--- config.mk ---
export PLATFORM = sky130hd
export DESIGN_NAME = ir_pulse_width_transmitter_top
export DESIGN_NICKNAME = d
export VERILOG_FILES = /design/src/sv/irptx_pkg.sv /design/src/sv/irptx_cfg_regs.sv /design/src/sv/irptx_sequencer.sv /design/src/sv/irptx_out_reg.sv /design/src/sv/ir_pulse_width_transmitter_top.sv
export SDC_FILE = /design/constraint.sdc
export NUM_CORES = 1
export LEC_CHECK = 0
export BUFFER_PORTS_ARGS = -buffer_cell sky130_fd_sc_hd__buf_2
export CELL_PAD_IN_SITES_DETAIL_PLACEMENT = 1
export CELL_PAD_IN_SITES_GLOBAL_PLACEMENT = 1
export CORE_MARGIN = 2
export CORE_UTILIZATION = 40
export CTS_BUF_LIST = sky130_fd_sc_hd__clkbuf_16
export CTS_CLUSTER_SIZE = 25
export DETAILED_ROUTE_END_ITERATION = 10
export GPL_TIMING_DRIVEN = 0
export PLACE_DENSITY_LB_ADDON = 0.05
export SYNTH_ARGS = -nofsm -noshare
export SYNTH_HDL_FRONTEND = slang
export SYNTH_SLANG_ARGS = --single-unit
--- constraint.sdc ---
create_clock -name aclk -period 2.5 [get_ports aclk]
set_input_delay 0.125 -clock aclk [delete_from_list [all_inputs] [get_ports aclk]]
set_output_delay 0.125 -clock aclk [all_outputs]
set_load 0.005 [all_outputs]
--- src/sv/irptx_pkg.sv ---
// ----------------------------------------------------------------------------
// irptx_pkg
// Shared types and constants for the IR pulse-width transmitter.
// ----------------------------------------------------------------------------
package irptx_pkg;

    localparam int BIT_COUNT   = 16;
    localparam int TICK_W      = 16;
    localparam int WORD_W      = 16;
    localparam int LEVEL_W     = 12;
    localparam int CHUNK_W     = 6;
    localparam int CFG_IDX_W   = 3;

    localparam logic [CHUNK_W-1:0] LAST_CHUNK = CHUNK_W'(2 * BIT_COUNT + 1);

    localparam logic [TICK_W-1:0] DEF_HDR_MARK  = TICK_W'(2400);
    localparam logic [TICK_W-1:0] DEF_HDR_SPACE = TICK_W'(600);
    localparam logic [TICK_W-1:0] DEF_ONE_MARK  = TICK_W'(1200);
    localparam logic [TICK_W-1:0] DEF_ZERO_MARK = TICK_W'(600);
    localparam logic [TICK_W-1:0] DEF_BIT_SPACE = TICK_W'(600);

    // Register indexes on the configuration port
    typedef enum logic [CFG_IDX_W-1:0] {
        REG_HDR_MARK  = 3'd0,
        REG_HDR_SPACE = 3'd1,
        REG_ONE_MARK  = 3'd2,
        REG_ZERO_MARK = 3'd3,
        REG_BIT_SPACE = 3'd4
    } cfg_reg_idx_t;

    // Request codes on the input channel
    localparam logic REQ_TICK  = 1'b0;
    localparam logic REQ_START = 1'b1;

    typedef struct packed {
        logic [TICK_W-1:0] hdr_mark;
        logic [TICK_W-1:0] hdr_space;
        logic [TICK_W-1:0] one_mark;
        logic [TICK_W-1:0] zero_mark;
        logic [TICK_W-1:0] bit_space;
    } timing_cfg_t;

    typedef struct packed {
        logic               carrier_on;
        logic [LEVEL_W-1:0] carrier_level;
        logic               busy_res;
        logic               done_res;
    } result_t;

endpackage

--- src/sv/irptx_cfg_regs.sv ---
// ----------------------------------------------------------------------------
// irptx_cfg_regs
// Chunk duration registers, written through the configuration port.
// ----------------------------------------------------------------------------
module irptx_cfg_regs (
    input  logic                             aclk,
    input  logic                             aresetn,
    input  logic                             cfg_valid,
    output logic                             cfg_ready,
    input  logic [irptx_pkg::CFG_IDX_W-1:0]  cfg_index,
    input  logic [irptx_pkg::TICK_W-1:0]     cfg_data,
    output irptx_pkg::timing_cfg_t           timing
);
    import irptx_pkg::*;

    timing_cfg_t timing_reg;

    assign cfg_ready = 1'b1;
    assign timing    = timing_reg;

    always_ff @(posedge aclk) begin
        if (!aresetn) begin
            timing_reg.hdr_mark  <= DEF_HDR_MARK;
            timing_reg.hdr_space <= DEF_HDR_SPACE;
            timing_reg.one_mark  <= DEF_ONE_MARK;
            timing_reg.zero_mark <= DEF_ZERO_MARK;
            timing_reg.bit_space <= DEF_BIT_SPACE;
        end else if (cfg_valid) begin
            // drop writes to unmapped indexes
            unique case (cfg_index)
                REG_HDR_MARK:  timing_reg.hdr_mark  <= cfg_data;
                REG_HDR_SPACE: timing_reg.hdr_space <= cfg_data;
                REG_ONE_MARK:  timing_reg.one_mark  <= cfg_data;
                REG_ZERO_MARK: timing_reg.zero_mark <= cfg_data;
                REG_BIT_SPACE: timing_reg.bit_space <= cfg_data;
                default: ;
            endcase
        end
    end

endmodule

--- src/sv/irptx_sequencer.sv ---
// ----------------------------------------------------------------------------
// irptx_sequencer
// Frame state: chunk index, tick countdown, data shifter and amplitude.
// ----------------------------------------------------------------------------
module irptx_sequencer (
    input  logic                            aclk,
    input  logic                            aresetn,
    input  logic                            accept,
    input  logic                            req_type,
    input  logic [irptx_pkg::WORD_W-1:0]    data_word,
    input  logic [irptx_pkg::LEVEL_W-1:0]   dac_level,
    input  irptx_pkg::timing_cfg_t          timing,
    output irptx_pkg::result_t              result_next
);
    import irptx_pkg::*;

    logic                active_reg,  active_next;
    logic [CHUNK_W-1:0]  chunk_reg,   chunk_next;
    logic [TICK_W-1:0]   ticks_reg,   ticks_next;
    logic [WORD_W-1:0]   shift_reg,   shift_next;
    logic [LEVEL_W-1:0]  amp_reg,     amp_next;
    logic                mark_reg,    mark_next;

    logic [CHUNK_W-1:0]  ld_chunk;
    logic [WORD_W-1:0]   ld_shift_in;
    logic                ld_mark;
    logic [TICK_W-1:0]   ld_ticks;
    logic [WORD_W-1:0]   ld_shift_out;

    // Chunk loader: header mark, header space, then mark/space per bit
    always_comb begin
        ld_shift_out = ld_shift_in;
        if (ld_chunk == '0) begin
            ld_mark  = 1'b1;
            ld_ticks = timing.hdr_mark;
        end else if (ld_chunk == CHUNK_W'(1)) begin
            ld_mark  = 1'b0;
            ld_ticks = timing.hdr_space;
        end else if (!ld_chunk[0]) begin
            ld_mark      = 1'b1;
            ld_ticks     = ld_shift_in[WORD_W-1] ? timing.one_mark : timing.zero_mark;
            ld_shift_out = {ld_shift_in[WORD_W-2:0], 1'b0};
        end else begin
            ld_mark  = 1'b0;
            ld_ticks = timing.bit_space;
        end
    end

    always_comb begin
        active_next = active_reg;
        chunk_next  = chunk_reg;
        ticks_next  = ticks_reg;
        shift_next  = shift_reg;
        amp_next    = amp_reg;
        mark_next   = mark_reg;
        ld_chunk    = '0;
        ld_shift_in = data_word;
        result_next.carrier_on = 1'b0;
        result_next.done_res   = 1'b0;

        if (req_type == REQ_START) begin
            // restart from the header mark; the start beat uses no tick
            amp_next    = dac_level;
            active_next = 1'b1;
            chunk_next  = '0;
            mark_next   = ld_mark;
            ticks_next  = ld_ticks;
            shift_next  = ld_shift_out;
            result_next.carrier_on = 1'b1;
        end else if (active_reg) begin
            result_next.carrier_on = mark_reg;
            ld_chunk    = chunk_reg + CHUNK_W'(1);
            ld_shift_in = shift_reg;
            if (ticks_reg > TICK_W'(1)) begin
                ticks_next = ticks_reg - TICK_W'(1);
            end else if (chunk_reg >= LAST_CHUNK) begin
                active_next = 1'b0;
                mark_next   = 1'b0;
                ticks_next  = '0;
                result_next.done_res = 1'b1;
            end else begin
                chunk_next = ld_chunk;
                mark_next  = ld_mark;
                ticks_next = ld_ticks;
                shift_next = ld_shift_out;
            end
        end

        result_next.carrier_level = amp_next;
        result_next.busy_res      = active_next;
    end

    always_ff @(posedge aclk) begin
        if (!aresetn) begin
            active_reg <= 1'b0;
            chunk_reg  <= '0;
            ticks_reg  <= '0;
            shift_reg  <= '0;
            amp_reg    <= '0;
            mark_reg   <= 1'b0;
        end else if (accept) begin
            active_reg <= active_next;
            chunk_reg  <= chunk_next;
            ticks_reg  <= ticks_next;
            shift_reg  <= shift_next;
            amp_reg    <= amp_next;
            mark_reg   <= mark_next;
        end
    end

endmodule

--- src/sv/irptx_out_reg.sv ---
// ----------------------------------------------------------------------------
// irptx_out_reg
// Result register with valid/ready toward the result channel.
// ----------------------------------------------------------------------------
module irptx_out_reg (
    input  logic                aclk,
    input  logic                aresetn,
    input  logic                load,
    input  irptx_pkg::result_t  result_next,
    output logic                can_load,
    output logic                m_valid,
    input  logic                m_ready,
    output irptx_pkg::result_t  result
);
    import irptx_pkg::*;

    logic    valid_reg;
    result_t result_reg;

    // free when empty or when the held beat leaves this cycle
    assign can_load = !valid_reg || m_ready;
    assign m_valid  = valid_reg;
    assign result   = result_reg;

    always_ff @(posedge aclk) begin
        if (!aresetn) begin
            valid_reg <= 1'b0;
        end else if (load) begin
            valid_reg <= 1'b1;
        end else if (m_ready) begin
            valid_reg <= 1'b0;
        end
    end

    always_ff @(posedge aclk) begin
        if (load) begin
            result_reg <= result_next;
        end
    end

endmodule

--- src/sv/ir_pulse_width_transmitter_top.sv ---
// ----------------------------------------------------------------------------
// ir_pulse_width_transmitter_top
// SIRC-style IR frame timer: header mark/space, then MSB-first bit marks
// and spaces, one result beat per tick or start beat.
// ----------------------------------------------------------------------------
//
//   channel  direction  handshake            payload
//   s_       in         s_valid / s_ready    req_type, data_word, dac_level
//   m_       out        m_valid / m_ready    carrier_on, carrier_level,
//                                            busy_res, done_res
//   cfg_     in         cfg_valid/cfg_ready  cfg_index, cfg_data
//
// One beat per cycle while s_ready is high: a beat updates the frame state and
// loads the result register at the edge it is accepted; the result is valid in the next cycle.
// s_ready drops only while a result is held and m_ready is low.
// Reset (aresetn low, synchronous) idles the frame and restores the default
// durations; cfg_ready is always high.
// ----------------------------------------------------------------------------
module ir_pulse_width_transmitter_top (
    input  logic                             aclk,
    input  logic                             aresetn,

    input  logic                             s_valid,
    output logic                             s_ready,
    input  logic                             s_req_type,
    input  logic [irptx_pkg::WORD_W-1:0]     s_data_word,
    input  logic [irptx_pkg::LEVEL_W-1:0]    s_dac_level,

    output logic                             m_valid,
    input  logic                             m_ready,
    output logic                             m_carrier_on,
    output logic [irptx_pkg::LEVEL_W-1:0]    m_carrier_level,
    output logic                             m_busy_res,
    output logic                             m_done_res,

    input  logic                             cfg_valid,
    output logic                             cfg_ready,
    input  logic [irptx_pkg::CFG_IDX_W-1:0]  cfg_index,
    input  logic [irptx_pkg::TICK_W-1:0]     cfg_data
);
    import irptx_pkg::*;

    timing_cfg_t timing;
    result_t     result_next;
    result_t     result;
    logic        can_load;
    logic        accept;

    // take a beat whenever the result register can hold its answer
    assign s_ready = can_load;
    assign accept  = s_valid && can_load;

    irptx_cfg_regs u_cfg (
        .aclk      (aclk),
        .aresetn   (aresetn),
        .cfg_valid (cfg_valid),
        .cfg_ready (cfg_ready),
        .cfg_index (cfg_index),
        .cfg_data  (cfg_data),
        .timing    (timing)
    );

    // frame state advances only on an accepted beat
    irptx_sequencer u_seq (
        .aclk        (aclk),
        .aresetn     (aresetn),
        .accept      (accept),
        .req_type    (s_req_type),
        .data_word   (s_data_word),
        .dac_level   (s_dac_level),
        .timing      (timing),
        .result_next (result_next)
    );

    // hold the result until the downstream side takes it
    irptx_out_reg u_out (
        .aclk        (aclk),
        .aresetn     (aresetn),
        .load        (accept),
        .result_next (result_next),
        .can_load    (can_load),
        .m_valid     (m_valid),
        .m_ready     (m_ready),
        .result      (result)
    );

    assign m_carrier_on    = result.carrier_on;
    assign m_carrier_level = result.carrier_level;
    assign m_busy_res      = result.busy_res;
    assign m_done_res      = result.done_res;

endmodule
==> Implementation_results.wiki, run 1 <==
{| class="wikitable"
! Metric !! Value
|-
| Run status || complete, no violations
|-
| Number of register bits inferred by synthesis || between 100 and 150
|-
| Share of synthesized cell area in full adder, half adder and majority cells || 0.9012%
|-
| Max Transition Viols Final || 0
|-
| Detailed-route via count || roughly 6800
|-
| TritonCTS buffer count || 17
|-
| Top-level port count || a little over 70
|-
| Vertical extent of the die || approximately 140 um
|-
| Number of warnings reported in the yosys synthesis log || 0
|-
| Delay of the slowest cell on the worst path || ~0.55 ns
|-
| Crit path max-delay family || simple AND/OR/NAND/NOR gates
|-
| WL per Instance || between 20 and 25 um
|-
| Number of global-route vias before repair || approximately 7000
|-
| Post-Syn Nets || 911
|-
| Worst Path Arrival || roughly 2.8 ns
|-
| Final Setup Violations || 0
|-
| Hold WS || between 0.008 and 0.009 ns
|-
| Clock root buffer || sky130_fd_sc_hd__clkbuf_16
|-
| Period minus WS final || 2.451 ns
|-
| Fraction of synthesized area in multiplexers || 6.020%
|-
| Total buffers and inverters traversed by the critical path || 3
|-
| Depth of the most critical reg-to-reg path || 9
|-
| Synth Area in Compound Gates || around a fifth
|-
| All-layer global routing usage || between 20% and 30%
|-
| Clock-pin slew reported for the worst setup and hold paths after clock tree synthesis || 0.06 ns
|-
| First-pass GRT wire length || approximately 38000 um
|-
| Synthesized area per cell || around 8.1 um^2
|-
| H-tree depth || 4
|-
| CP startpoint || u_seq.ticks_reg[7]
|-
| Via count normalized by instance count || between 5 and 6
|-
| Final cycle utilization of the critical path || 98.05%
|-
| Estimated wirelength of the detail-placed design || between 15000 and 20000 um
|-
| Max Root-Sink Buffers || 2
|-
| Register area share after synthesis || about 45%
|-
| Initial drt markers || roughly 330
|-
| Commonest cells after routing, fill and taps aside || 207 x sky130_fd_sc_hd__nand2_1, 125 x sky130_fd_sc_hd__dfxtp_1, 73 x sky130_fd_sc_hd__a21oi_1
|-
| Distinct cells, synth || 63
|-
| Number of clock sinks seen by CTS || 148
|-
| Total power per unit cell area || between 700 and 800 mW/mm^2
|-
| Number of buffers added on ports || 68
|-
| Pre-CTS setup slack || -0.7224 ns
|-
| Synthesized instance count || between 800 and 900
|-
| Net count reported at finish || roughly 1000
|-
| Area of the core || roughly 0.017 mm^2
|-
| Final weighted congestion in routability-driven placement || ~0.88
|-
| Launch point of the worst hold path || cfg_data[9]
|-
| Simple-gate portion of the synthesized area || a little under a quarter
|-
| Worst IR Drop VDD || between 0.5 and 0.6 mV
|-
| Fraction of registers with async set/reset || 0%
|-
| Post-synth top flop || sky130_fd_sc_hd__dfxtp_1
|-
| Number of core rows || 48
|-
| Layout cell share with drive strength beyond 1 || 21.90%
|-
| Full die area || approximately 0.018 mm^2
|-
| Initial antenna violation count || 0
|-
| Unrepaired setup endpoints after global routing || true
|-
| Type of the setup path with the least slack || reg2reg
|-
| Final cell count without fillers || roughly 1200
|-
| Hold EP || u_cfg.timing[41]
|-
| Horizontal extent of the die || around 140 um
|-
| Highest fanout seen on the critical path || 5
|-
| Total gr overflow || 0
|-
| Remaining routing DRC violations || 0
|-
| First-pass iteration count of the detailed router || 5
|-
| Clock tree from TritonCTS || built
|-
| Upper clock frequency limit || 408.0 MHz
|-
| Endpoint of the lowest-slack register-to-register path || u_seq.shift_reg[7]
|-
| Number of instances on the worst hold path || 3
|-
| Data required time of the critical path || roughly 2.9 ns
|-
| Critical path's slowest cell || sky130_fd_sc_hd__or4_4
|-
| Fin Clk Skew || 0.007836 ns
|-
| Final hold violation count || 0
|-
| Type of destination of the critical path || flip-flop
|-
| Post-layout worst setup margin || 0.04873 ns
|-
| Worst slew slack as a fraction of its limit || between 40% and 50%
|-
| Standby leakage power || about 3.3 nW
|-
| DRT antenna net count || 0
|-
| Ant diodes || 0
|-
| Inst Count DP || around 1100
|-
| Initial Util || 40.56%
|-
| Synth Area in XOR/XNOR || 0%
|-
| Most common cell after layout, fill and taps aside || sky130_fd_sc_hd__nand2_1
|-
| Clock Latency Late Sink || 0.43 ns
|-
| Relative area change from synthesis to final layout || 24.60%
|-
| Post-synth EDFFs || 15
|-
| Synth Cell Area || ~0.0069 mm^2
|-
| Tightest Hold Check Type || in2reg
|-
| RR Startpoint || u_seq.ticks_reg[7]
|-
| Worst Tran Pin Value || ~0.8 ns
|-
| R2R Setup Slk || about 0.05 ns
|-
| Cell-by-cell listing of the critical path || or4_4 -> nor4_4 -> buf_4 -> a31oi_4 -> nor4_4 -> buf_4 -> buf_6 -> nand2_2 -> a31oi_1
|-
| Combinational family with the most area after synthesis || simple AND/OR/NAND/NOR gates
|-
| Setup crit start kind || flip-flop
|-
| Max-cap viol count || 0
|-
| Largest net degree at the start of global routing || 25
|-
| Total detailed-routing wirelength || approximately 25000 um
|-
| Flip-flop count of the largest register, all copies and words added || 80
|}
worst register-to-register path, stage by stage (launching register included):
cell and delay, ns:
sky130_fd_sc_hd__dfxtp_4 0.36, sky130_fd_sc_hd__or4_4 0.55, sky130_fd_sc_hd__nor4_4 0.32, sky130_fd_sc_hd__buf_4 0.20, sky130_fd_sc_hd__a31oi_4 0.17, sky130_fd_sc_hd__nor4_4 0.29
sky130_fd_sc_hd__buf_4 0.17, sky130_fd_sc_hd__buf_6 0.12, sky130_fd_sc_hd__nand2_2 0.05, sky130_fd_sc_hd__a31oi_1 0.14
worst max path at each step:
| stage | end | slack [ns] | depth (start not counted) |
|---|---|---|---|
| floorplan | u_seq.chunk_reg[4] | 0.07 | 9 |
| global placement | u_seq.ticks_reg[7] | -0.66 | 9 |
| detailed placement | u_seq.ticks_reg[15] | -0.72 | 9 |
| CTS | u_seq.shift_reg[5] | 0.0009 | 10 |
| global route | u_seq.shift_reg[7] | -0.02 | 9 |
| finish | u_seq.shift_reg[7] | 0.05 | 9 |
kinds of logic (layout without fill, tap and decap cells):
| logic type | count (synthesis) | after routing |
|---|---|---|
| AOI/OAI and AO/OA | 225 | 225 |
| adders and majority gates | 5 | 5 |
| buffers and inverters | 78 | 202 |
| DFF | 148 | 148 |
| muxes | 40 | 40 |
| other | 1 | 1 |
| and+or+nand+nor | 356 | 356 |
power breakdown:
part / internal, W / switching, W / total [W]
sequential: 0.00252 / 0.0000984 / 0.00261
clock: 0.00156 / 0.00106 / 0.00262
combinational: 0.000535 / 0.000792 / 0.00133
synthesized netlist by cell type (all sizes together), types with 3 or more instances:
cell type,n,area (um^2)
inv,12,45.04
and3,19,118.9
nand2,216,813.3
nor2,47,178.9
mux2i,26,260.3
o32ai,9,78.83
mux2,14,157.7
or4,5,45.04
buf,12,65.06
nand2b,3,18.77
o21ai,44,220.2
nor4,9,101.4
nand3,32,160.2
nand3b,3,22.52
o211ai,3,22.52
clkbuf,52,195.2
a21o,7,52.55
nor3,7,35.03
a32oi,5,43.79
a21oi,76,380.4
ha,5,62.56
and2,3,18.77
a31oi,19,125.1
a2111oi,4,35.03
dfxtp,133,2663
a211oi,24,180.2
nor4b,3,32.53
edfxtp,15,450.4
a22oi,16,120.1
cell type report:
type                       count  area, um^2
inverter                      14       60.06
clock buffer                  17       425.4
fill                        2076        8467
clock inverter                15       161.4
timing repair buffer          95       564.3
sequential                   148        3133
buffer                        61       305.3
multi-input combinational    627        3719
tap                          225       281.5
repair_timing:
item                       in CTS  in global routing
resized for setup              46                 54
buffers inserted               11                  8
setup endpoints to repair      39                 37
gates cloned                    1                  0
pin swaps                       8                 22
hold buffers                    6                  1
hold endpoints to repair       12                  1
per-stage QoR:
stage	util, %	cell area, um^2	TNS (ns)	total power (W)
global placement	44.24	7572	-17.16	0.003704
global route	50.53	8650	-0.03927	0.006814
floorplan	-	6950	0	0.003366
detailed placement	44.24	7572	-20.15	0.003760
finish	50.53	8650	0	0.006560
CTS	49.28	8436	0	0.006469
per-layer routing:
metal	routed length [um]	GRT usage [%]	share of wire, %	vias up
li1	-	-	-	3248
met1	10830	33.38	44	3375
met2	12270	47.28	50	153
met3	879	3.853	3.6	38
met4	595	9.549	2.4	0
met5	0	0	0	-
(Power assumes the default switching activity.)
==> run 2: changes to the inputs <==
--- a/config.mk
+++ b/config.mk
@@ -5,11 +5,12 @@
 export SDC_FILE = /design/constraint.sdc
 export NUM_CORES = 1
 export LEC_CHECK = 0
+export ABC_AREA = 1
 export BUFFER_PORTS_ARGS = -buffer_cell sky130_fd_sc_hd__buf_2
 export CELL_PAD_IN_SITES_DETAIL_PLACEMENT = 1
 export CELL_PAD_IN_SITES_GLOBAL_PLACEMENT = 1
 export CORE_MARGIN = 2
-export CORE_UTILIZATION = 40
+export CORE_UTILIZATION = 38
 export CTS_BUF_LIST = sky130_fd_sc_hd__clkbuf_16
 export CTS_CLUSTER_SIZE = 25
 export DETAILED_ROUTE_END_ITERATION = 10
==> run 2 against run 1 <==
Effect of this change:
- die area rose by 10%
- total power down 4.3%
- highest routed layer unchanged
- clock skew rose by 0.0093 ns
- via count rose by 5.2%
- register-to-register slack better by 0.18 ns
- combinational power is 27% lower
- design area shrank 0.25%
- first-iteration DRC count is 9.3% higher
- critical path depth rose by 3
- core utilization shrank 4.6 points
==> Implementation_results.wiki, run 2 <==
{| class="wikitable"
! Metric !! Value
|-
| Final weighted congestion in routability-driven placement || 0.8010 (-8.8%)
|-
| Final cycle utilization of the critical path || 90.93% (-7.1 points)
|-
| Estimated wirelength of the detail-placed design || 16850 um (-2.8%)
|-
| Total area of sequential cells || 0.003113 mm^2 (-0.64%)
|-
| Synth Cell Area || 0.007306 mm^2 (+5.2%)
|-
| Worst Tran Pin Value || 0.8923 ns (+0.1094 ns)
|-
| Final hold violation count || 0 (unchanged)
|-
| Fraction of registers with async set/reset || 0% (unchanged)
|-
| Standby leakage power || 4.018 nW (+21%)
|-
| Max-cap viol count || 0 (unchanged)
|-
| Total gr overflow || 0 (unchanged)
|-
| PnR Total Power || 0.006277 W (-4.3%)
|-
| Hold WS || 0.01131 ns (+0.002655 ns)
|-
| Initial drt markers || 363 (+9.3%)
|-
| WL per Instance || 16.25 um (-21%)
|-
| TritonCTS buffer count || 17 (unchanged)
|-
| Distinct cells, synth || 37 (-41%)
|-
| Initial Util || 38.93% (-1.6 points)
|-
| Cell-by-cell listing of the critical path || inv_1 -> ha_1 -> nor2_1 -> nor3_1 -> nand4_2 -> nand2_2 -> nand2_1 -> nor2_2 -> buf_2 -> o211ai_1 -> nand2_1 -> inv_1
|-
| Unrepaired setup endpoints after global routing || false
|-
| Most common cell after layout, fill and taps aside || sky130_fd_sc_hd__nand2_1
|-
| Relative area change from synthesis to final layout || 18.10%
|-
| Critical path's slowest cell || sky130_fd_sc_hd__dfxtp_1
|-
| Number of clock sinks seen by CTS || 148 (unchanged)
|-
| Type of the setup path with the least slack || reg2reg
|-
| Upper clock frequency limit || 439.9 MHz (+7.8%)
|-
| Worst slew slack as a fraction of its limit || 40.05% (-7.7 points)
|-
| Number of warnings reported in the yosys synthesis log || 0 (unchanged)
|-
| Area of the core || 0.01877 mm^2 (+9.6%)
|-
| Clock Latency Late Sink || 0.44 ns (about the same)
|-
| Run status || complete, no violations
|-
| Tightest Hold Check Type || in2reg
|-
| Horizontal extent of the die || 142.7 um (+5.1%)
|-
| Total buffers and inverters traversed by the critical path || 3 (unchanged)
|-
| Largest cells by area after synthesis || sky130_fd_sc_hd__dfxtp_1 36%, sky130_fd_sc_hd__nand2_1 13%, sky130_fd_sc_hd__o21ai_0 11%, sky130_fd_sc_hd__nor2_1 6.8%, sky130_fd_sc_hd__edfxtp_1 6.2%
|-
| Top-level port count || 71 (unchanged)
|-
| Total detailed-routing wirelength || 23030 um (-6.3%)
|-
| Vertical extent of the die || 142.7 um (+5.1%)
|-
| Commonest cells in the netlist || 249 x sky130_fd_sc_hd__nand2_1, 155 x sky130_fd_sc_hd__o21ai_0, 133 x sky130_fd_sc_hd__dfxtp_1
|-
| Max Transition Viols Final || 0 (unchanged)
|-
| First-pass iteration count of the detailed router || 5 (unchanged)
|-
| Area of the multi-input gates || 0.003521 mm^2 (-5.3%)
|-
| Net count reported at finish || 1228 (+20%)
|-
| Largest net degree at the start of global routing || 17 (-32%)
|-
| Post-layout worst setup margin || 0.2268 ns (+0.1781 ns)
|-
| Ant diodes || 0 (unchanged)
|-
| Number of core rows || 50 (+4.2%)
|-
| Full die area || 0.02035 mm^2 (+10%)
|-
| Cell type with the highest aggregate area in the netlist || sky130_fd_sc_hd__dfxtp_1
|-
| Detailed-route via count || 7169 (+5.2%)
|-
| Final Setup Violations || 0 (unchanged)
|-
| Number of global-route vias before repair || 7012 (+1.2%)
|-
| Commonest cells after routing, fill and taps aside || 247 x sky130_fd_sc_hd__nand2_1, 155 x sky130_fd_sc_hd__o21ai_0, 133 x sky130_fd_sc_hd__dfxtp_1
|-
| Remaining routing DRC violations || 0 (unchanged)
|-
| Pre-CTS setup slack || 0.05922 ns (+0.7816 ns)
|-
| All-layer global routing usage || 23.37% (-3.5 points)
|-
| Number of buffers added on ports || 68 (unchanged)
|-
| Final cell count without fillers || 1417 (+18%)
|-
| Total power per unit cell area || 727.5 mW/mm^2 (-4.1%)
|-
| Number of post-CTS setup repair buffers || 0 (-11)
|-
| Fin Clk Skew || 0.01711 ns (+0.009271 ns)
|-
| Leading cell type by number of instances after synthesis || sky130_fd_sc_hd__nand2_1
|-
| Worst Path Arrival || 2.61 ns (-0.19 ns)
|-
| Number of register bits inferred by synthesis || 148 (unchanged)
|-
| Type of destination of the critical path || flip-flop
|-
| Worst IR Drop VDD || 0.5302 mV (+5.9%)
|-
| Clock root buffer || sky130_fd_sc_hd__clkbuf_16
|-
| Layout cell share with drive strength beyond 1 || 11.75% (-10 points)
|-
| Max Root-Sink Buffers || 2 (unchanged)
|-
| Number of fillers in the final layout || 2450 (+18%)
|-
| Post-synth top flop || sky130_fd_sc_hd__dfxtp_1
|-
| Clock tree from TritonCTS || built
|-
| Post-Syn Nets || 1136 (+25%)
|-
| Delay of the slowest cell on the worst path || 0.33 ns (-0.22 ns)
|-
| Register area share after synthesis || 42.61% (-2.2 points)
|-
| Period minus WS final || 2.273 ns (-0.1781 ns)
|-
| First-pass GRT wire length || 37190 um (-0.92%)
|-
| Data required time of the critical path || 2.84 ns (about the same)
|-
| Synthesized instance count || 1078 (+26%)
|-
| Clock-pin slew reported for the worst setup and hold paths after clock tree synthesis || 0.06 ns (about the same)
|-
| Top cell type's share of synthesized area || 36.44% (-1.9 points)
|-
| Initial antenna violation count || 0 (unchanged)
|-
| H-tree depth || 4 (unchanged)
|-
| Inst Count DP || 1380 (+20%)
|-
| Flip-flop count of the largest register, all copies and words added || 80 (unchanged)
|-
| Final TNS setup || 0 ns (unchanged)
|-
| Setup crit start kind || flip-flop
|-
| Crit path max-delay family || simple AND/OR/NAND/NOR gates
|-
| Synthesized area per cell || 6.777 um^2 (-17%)
|-
| Post-synth EDFFs || 15 (unchanged)
|-
| DRT antenna net count || 0 (unchanged)
|-
| Via count normalized by instance count || 5.059 (-11%)
|-
| Highest fanout seen on the critical path || 10 (+5)
|}
run 2: final cells by class:
cell class / instances / area share (%)
Clock buffer: 18 / 5.220
Timing Repair Buffer: 73 / 4.524
Inverter: 121 / 5.264
Sequential cell: 148 / 36.08
Multi-Input combinational cell: 754 / 40.81
Buffer: 55 / 2.828
Tap cell: 234 / 3.393
Clock inverter: 14 / 1.885
run 2: logic make-up (layout without fill, tap and decap cells):
group,Yosys count,in the layout,synth area share [%]
other,1,1,0.05133
muxes,3,3,0.4110
AOI/OAI and AO/OA,238,238,16.73
xor gates and xnor gates,8,8,0.9591
DFF,148,148,42.61
adders and majority gates,5,5,0.8563
and+or+nand+nor,499,499,28.87
buffers and inverters,176,281,9.505
run 2: path summary, 6_finish.rpt:
kind                      start                   to  slack, ns  cells past startpoint
max reg2reg  u_seq.ticks_reg[0]  u_seq.shift_reg[15]       0.23                     12
min reg2reg    u_seq.amp_reg[4]     u_seq.amp_reg[4]       0.45                      2
max          u_seq.ticks_reg[0]  u_seq.shift_reg[15]       0.23                     12
min                     m_ready        u_out.m_valid       0.01                      4
run 2: layer usage:
metal / up-vias / global-route usage, % / wire [um]
met4: 0 / 4.742 / 204
li1: 3665 / - / -
met5: - / 0 / 0
met3: 22 / 3.421 / 762
met2: 101 / 38.54 / 10660
met1: 3381 / 32.69 / 11400
run 2: stage by stage:
step / area (um^2) / utilization (%)
floorplan: 7306 / -
global placement: 7939 / 42.30
detailed placement: 7939 / 42.30
CTS: 8602 / 45.83
global route: 8628 / 45.97
finish: 8628 / 45.97
run 2: repair_timing:
action | 4_1_cts | 5_1_grt
resized for setup | 0 | 8
hold buffers | 5 | 0
endpoints found under the hold margin | 10 | 0
endpoints found under the setup margin | 0 | 20
run 2: worst min-delay path, cell delays in order:
cell and delay (ns):
sky130_fd_sc_hd__buf_2 0.08, sky130_fd_sc_hd__inv_1 0.03, sky130_fd_sc_hd__nand2_1 0.09, sky130_fd_sc_hd__a21oi_1 0.07
run 2: where the power goes:
part           leakage (nW)  internal [W]  switching [W]  total, W
sequential             1.24       0.00254      0.0000664   0.00260
clock                 0.305       0.00156        0.00115   0.00271
combinational          2.48      0.000317       0.000650  0.000967
==> run 3: changes to the inputs <==
--- a/config.mk
+++ b/config.mk
@@ -10,12 +10,14 @@
 export CELL_PAD_IN_SITES_DETAIL_PLACEMENT = 1
 export CELL_PAD_IN_SITES_GLOBAL_PLACEMENT = 1
 export CORE_MARGIN = 2
-export CORE_UTILIZATION = 38
+export CORE_UTILIZATION = 46
 export CTS_BUF_LIST = sky130_fd_sc_hd__clkbuf_16
+export CTS_CLUSTER_DIAMETER = 50
 export CTS_CLUSTER_SIZE = 25
 export DETAILED_ROUTE_END_ITERATION = 10
 export GPL_TIMING_DRIVEN = 0
 export PLACE_DENSITY_LB_ADDON = 0.05
+export SETUP_SLACK_MARGIN = 0.4
 export SYNTH_ARGS = -nofsm -noshare
 export SYNTH_HDL_FRONTEND = slang
 export SYNTH_SLANG_ARGS = --single-unit
==> constraint.sdc (replaced) <==
create_clock -name aclk -period 2.8 [get_ports aclk]
set_input_delay 0.14 -clock aclk [delete_from_list [all_inputs] [get_ports aclk]]
set_output_delay 0.14 -clock aclk [all_outputs]
set_load 0.005 [all_outputs]
==> run 3 against run 2 <==
Effect of this change:
- worst hold slack got worse by 0.0055 ns
- sequential power fell by 11%
- core utilization rose by 8.9 points
- die area fell by 17%
- sequential cell count did not move
- fmax rose by 2.0%
- first-iteration DRC count rose by 21%
- design area fell by 0.15%
- clock skew fell by 0.0085 ns
- clock power fell by 15%
- critical endpoint is now u_seq.ticks_reg[14]
- highest routed layer unchanged
==> Implementation_results.wiki, run 3 (synthesis gave the netlist of run 2 again) <==
{| class="wikitable"
! Metric !! Value
|-
| Run status || complete, no violations
|-
| Final weighted congestion in routability-driven placement || 0.8350 (+4.2%)
|-
| Power share of the combinational group || 16.2% (+0.8 points)
|-
| Largest net degree at the start of global routing || 17 (unchanged)
|-
| Final cell count without fillers || 1402 (-1.1%)
|-
| Highest fanout seen on the critical path || 10 (unchanged)
|-
| Final hold violation count || 0 (unchanged)
|-
| Placed Area || 0.007916 mm^2 (-0.28%)
|-
| Clock-pin slew reported for the worst setup and hold paths after clock tree synthesis || 0.06 ns (about the same)
|-
| Setup crit start kind || flip-flop
|-
| TritonCTS buffer count || 17 (unchanged)
|-
| Layout cell share with drive strength beyond 1 || 11.72% (-0.030 points)
|-
| Final cycle utilization of the critical path || 79.61% (-11 points)
|-
| Relative area change from synthesis to final layout || 17.93%
|-
| Total power per unit cell area || 639.9 mW/mm^2 (-12%)
|-
| Period minus WS final || 2.229 ns (-0.04402 ns)
|-
| Worst IR Drop VDD || 0.4660 mV (-12%)
|-
| Full die area || 0.01691 mm^2 (-17%)
|-
| Worst Path Arrival || 2.51 ns (-0.10 ns)
|-
| Number of clock sinks seen by CTS || 148 (unchanged)
|-
| First-pass GRT wire length || 36870 um (-0.86%)
|-
| Horizontal extent of the die || 130.0 um (-8.9%)
|-
| WL per Instance || 16.60 um (+2.1%)
|-
| Standby leakage power || 4.032 nW (+0.35%)
|-
| H-tree depth || 4 (unchanged)
|-
| Clock root buffer || sky130_fd_sc_hd__clkbuf_16
|-
| Unrepaired setup endpoints after global routing || true
|-
| Total gr overflow || 0 (unchanged)
|-
| Type of the setup path with the least slack || reg2reg
|-
| Initial Util || 46.50% (+7.6 points)
|-
| Tightest Hold Check Type || in2reg
|-
| Max Root-Sink Buffers || 2 (unchanged)
|-
| Top-level port count || 71 (unchanged)
|-
| Commonest cells after routing, fill and taps aside || 247 x sky130_fd_sc_hd__nand2_1, 154 x sky130_fd_sc_hd__o21ai_0, 133 x sky130_fd_sc_hd__dfxtp_1
|-
| Max Transition Viols Final || 0 (unchanged)
|-
| Fin Clk Skew || 0.008612 ns (-0.008495 ns)
|-
| Data required time of the critical path || 3.08 ns (+0.24 ns)
|-
| Initial drt markers || 441 (+21%)
|-
| Remaining routing DRC violations || 0 (unchanged)
|-
| Switching power || 0.001575 W (-16%)
|-
| Number of global-route vias before repair || 7258 (+3.5%)
|-
| Number of core rows || 46 (-8.0%)
|-
| Type of destination of the critical path || flip-flop
|-
| Switching share of power || 28.57% (-1.2 points)
|-
| Inst Count DP || 1362 (-1.3%)
|-
| Number of buffers added on ports || 68 (unchanged)
|-
| Total detailed-routing wirelength || 23270 um (+1.1%)
|-
| Worst Tran Pin Value || 0.8813 ns (-0.01105 ns)
|-
| Clock network power share || 41.7% (-1.4 points)
|-
| Flip-flop count of the largest register, all copies and words added || 80 (unchanged)
|-
| Via count normalized by instance count || 5.263 (+4.0%)
|-
| First-pass iteration count of the detailed router || 5 (unchanged)
|-
| Internal Power || 0.003938 W (-11%)
|-
| Area of the core || 0.01571 mm^2 (-16%)
|-
| DRT antenna net count || 0 (unchanged)
|-
| Net count reported at finish || 1232 (+0.33%)
|-
| Vertical extent of the die || 130.0 um (-8.9%)
|-
| All-layer global routing usage || 28.19% (+4.8 points)
|-
| Final TNS setup || 0 ns (unchanged)
|-
| PnR Total Power || 0.005514 W (-12%)
|-
| Estimated wirelength of the detail-placed design || 16490 um (-2.2%)
|-
| Final Setup Violations || 0 (unchanged)
|-
| Max-cap viol count || 0 (unchanged)
|-
| Clock tree from TritonCTS || built
|-
| Upper clock frequency limit || 448.6 MHz (+2.0%)
|-
| Detailed-route via count || 7379 (+2.9%)
|-
| Worst slew slack as a fraction of its limit || 40.80% (+0.74 points)
|-
| Ant diodes || 0 (unchanged)
|-
| Most common cell after layout, fill and taps aside || sky130_fd_sc_hd__nand2_1
|-
| Fin area || 0.008616 mm^2 (-0.15%)
|-
| Sequential share of power || 42.2% (+0.8 points)
|-
| Initial antenna violation count || 0 (unchanged)
|-
| Clock Latency Late Sink || 0.43 ns (about the same)
|}
## run 3: cell count changes in the layout (fill, tap and decap cells not counted), sizes merged
cell         before  now
bufinv            2    3
clkinvlp          0    1
dlygate4sd3       5    1
buf              83   90
inv             122  120
## run 3: layout make-up
cell class,count,area [um^2]
fill,2146,7097
multi-input combinational,754,3521
sequential,148,3113
inverter,121,454.2
timing repair buffer,77,435.4
clock buffer,17,425.4
tap,216,270.3
buffer,55,249.0
clock inverter,14,147.6
## run 3: power by group through the flow
stage / clock (W) / sequential [W] / combinational [W]
CTS: 0.00231 / 0.00232 / 0.000858
floorplan: 0 / 0.00236 / 0.000566
detailed placement: 0 / 0.00237 / 0.000841
global placement: 0 / 0.00237 / 0.000818
global route: 0.00242 / 0.00234 / 0.00101
finish: 0.00230 / 0.00232 / 0.000892
## run 3: stage by stage
stage / setup WS [ns] / utilization, % / hold slack (ns)
finish: 0.5708 / 54.83 / 0.005848
global route: 0.3812 / 54.83 / 0.03391
CTS: 0.4058 / 54.09 / 0.003150
detailed placement: 0.4335 / 50.38 / 0.4383
global placement: 0.4669 / 50.38 / 0.4317
floorplan: 0.9382 / - / 0.2663
## run 3: path summary, 6_finish.rpt
| check | from | end | slack (ns) | cells past startpoint |
|---|---|---|---|---|
| setup reg to reg | u_seq.ticks_reg[0] | u_seq.ticks_reg[14] | 0.57 | 12 |
| setup / recovery | u_seq.ticks_reg[0] | u_seq.ticks_reg[14] | 0.57 | 12 |
| hold reg to reg | u_seq.amp_reg[9] | u_seq.amp_reg[9] | 0.45 | 2 |
| hold / removal | m_ready | u_out.m_valid | 0.006 | 4 |
## run 3: layer usage
metal | share of wire, % | global-route usage [%] | up-vias | wire, um
met2 | 48 | 47.18 | 133 | 11160
met5 | 0 | 0 | - | 0
met3 | 3.6 | 6.027 | 26 | 832
met4 | 1.2 | 7.527 | 0 | 277
li1 | - | - | 3665 | -
met1 | 47 | 37.06 | 3555 | 11000
## run 3: worst max-delay path, stage by stage (launching register included)
cell and delay [ns]:
sky130_fd_sc_hd__dfxtp_1 0.33, sky130_fd_sc_hd__inv_1 0.08, sky130_fd_sc_hd__ha_1 0.25, sky130_fd_sc_hd__nor2_1 0.09, sky130_fd_sc_hd__nor3_1 0.23, sky130_fd_sc_hd__nand4_2 0.25, sky130_fd_sc_hd__nand2_2 0.18, sky130_fd_sc_hd__clkbuf_1 0.34
sky130_fd_sc_hd__nand2_1 0.10, sky130_fd_sc_hd__inv_1 0.06, sky130_fd_sc_hd__nand2_1 0.05, sky130_fd_sc_hd__nand2_1 0.06, sky130_fd_sc_hd__a21oi_1 0.05
## run 3: what timing repair did
| item | in CTS | in global routing |
|---|---|---|
| setup endpoints to repair | 0 | 32 |
| setup buffers | 0 | 8 |
| hold buffers | 1 | 0 |
| hold endpoints to repair | 1 | 0 |
| gates resized for setup | 0 | 12 |
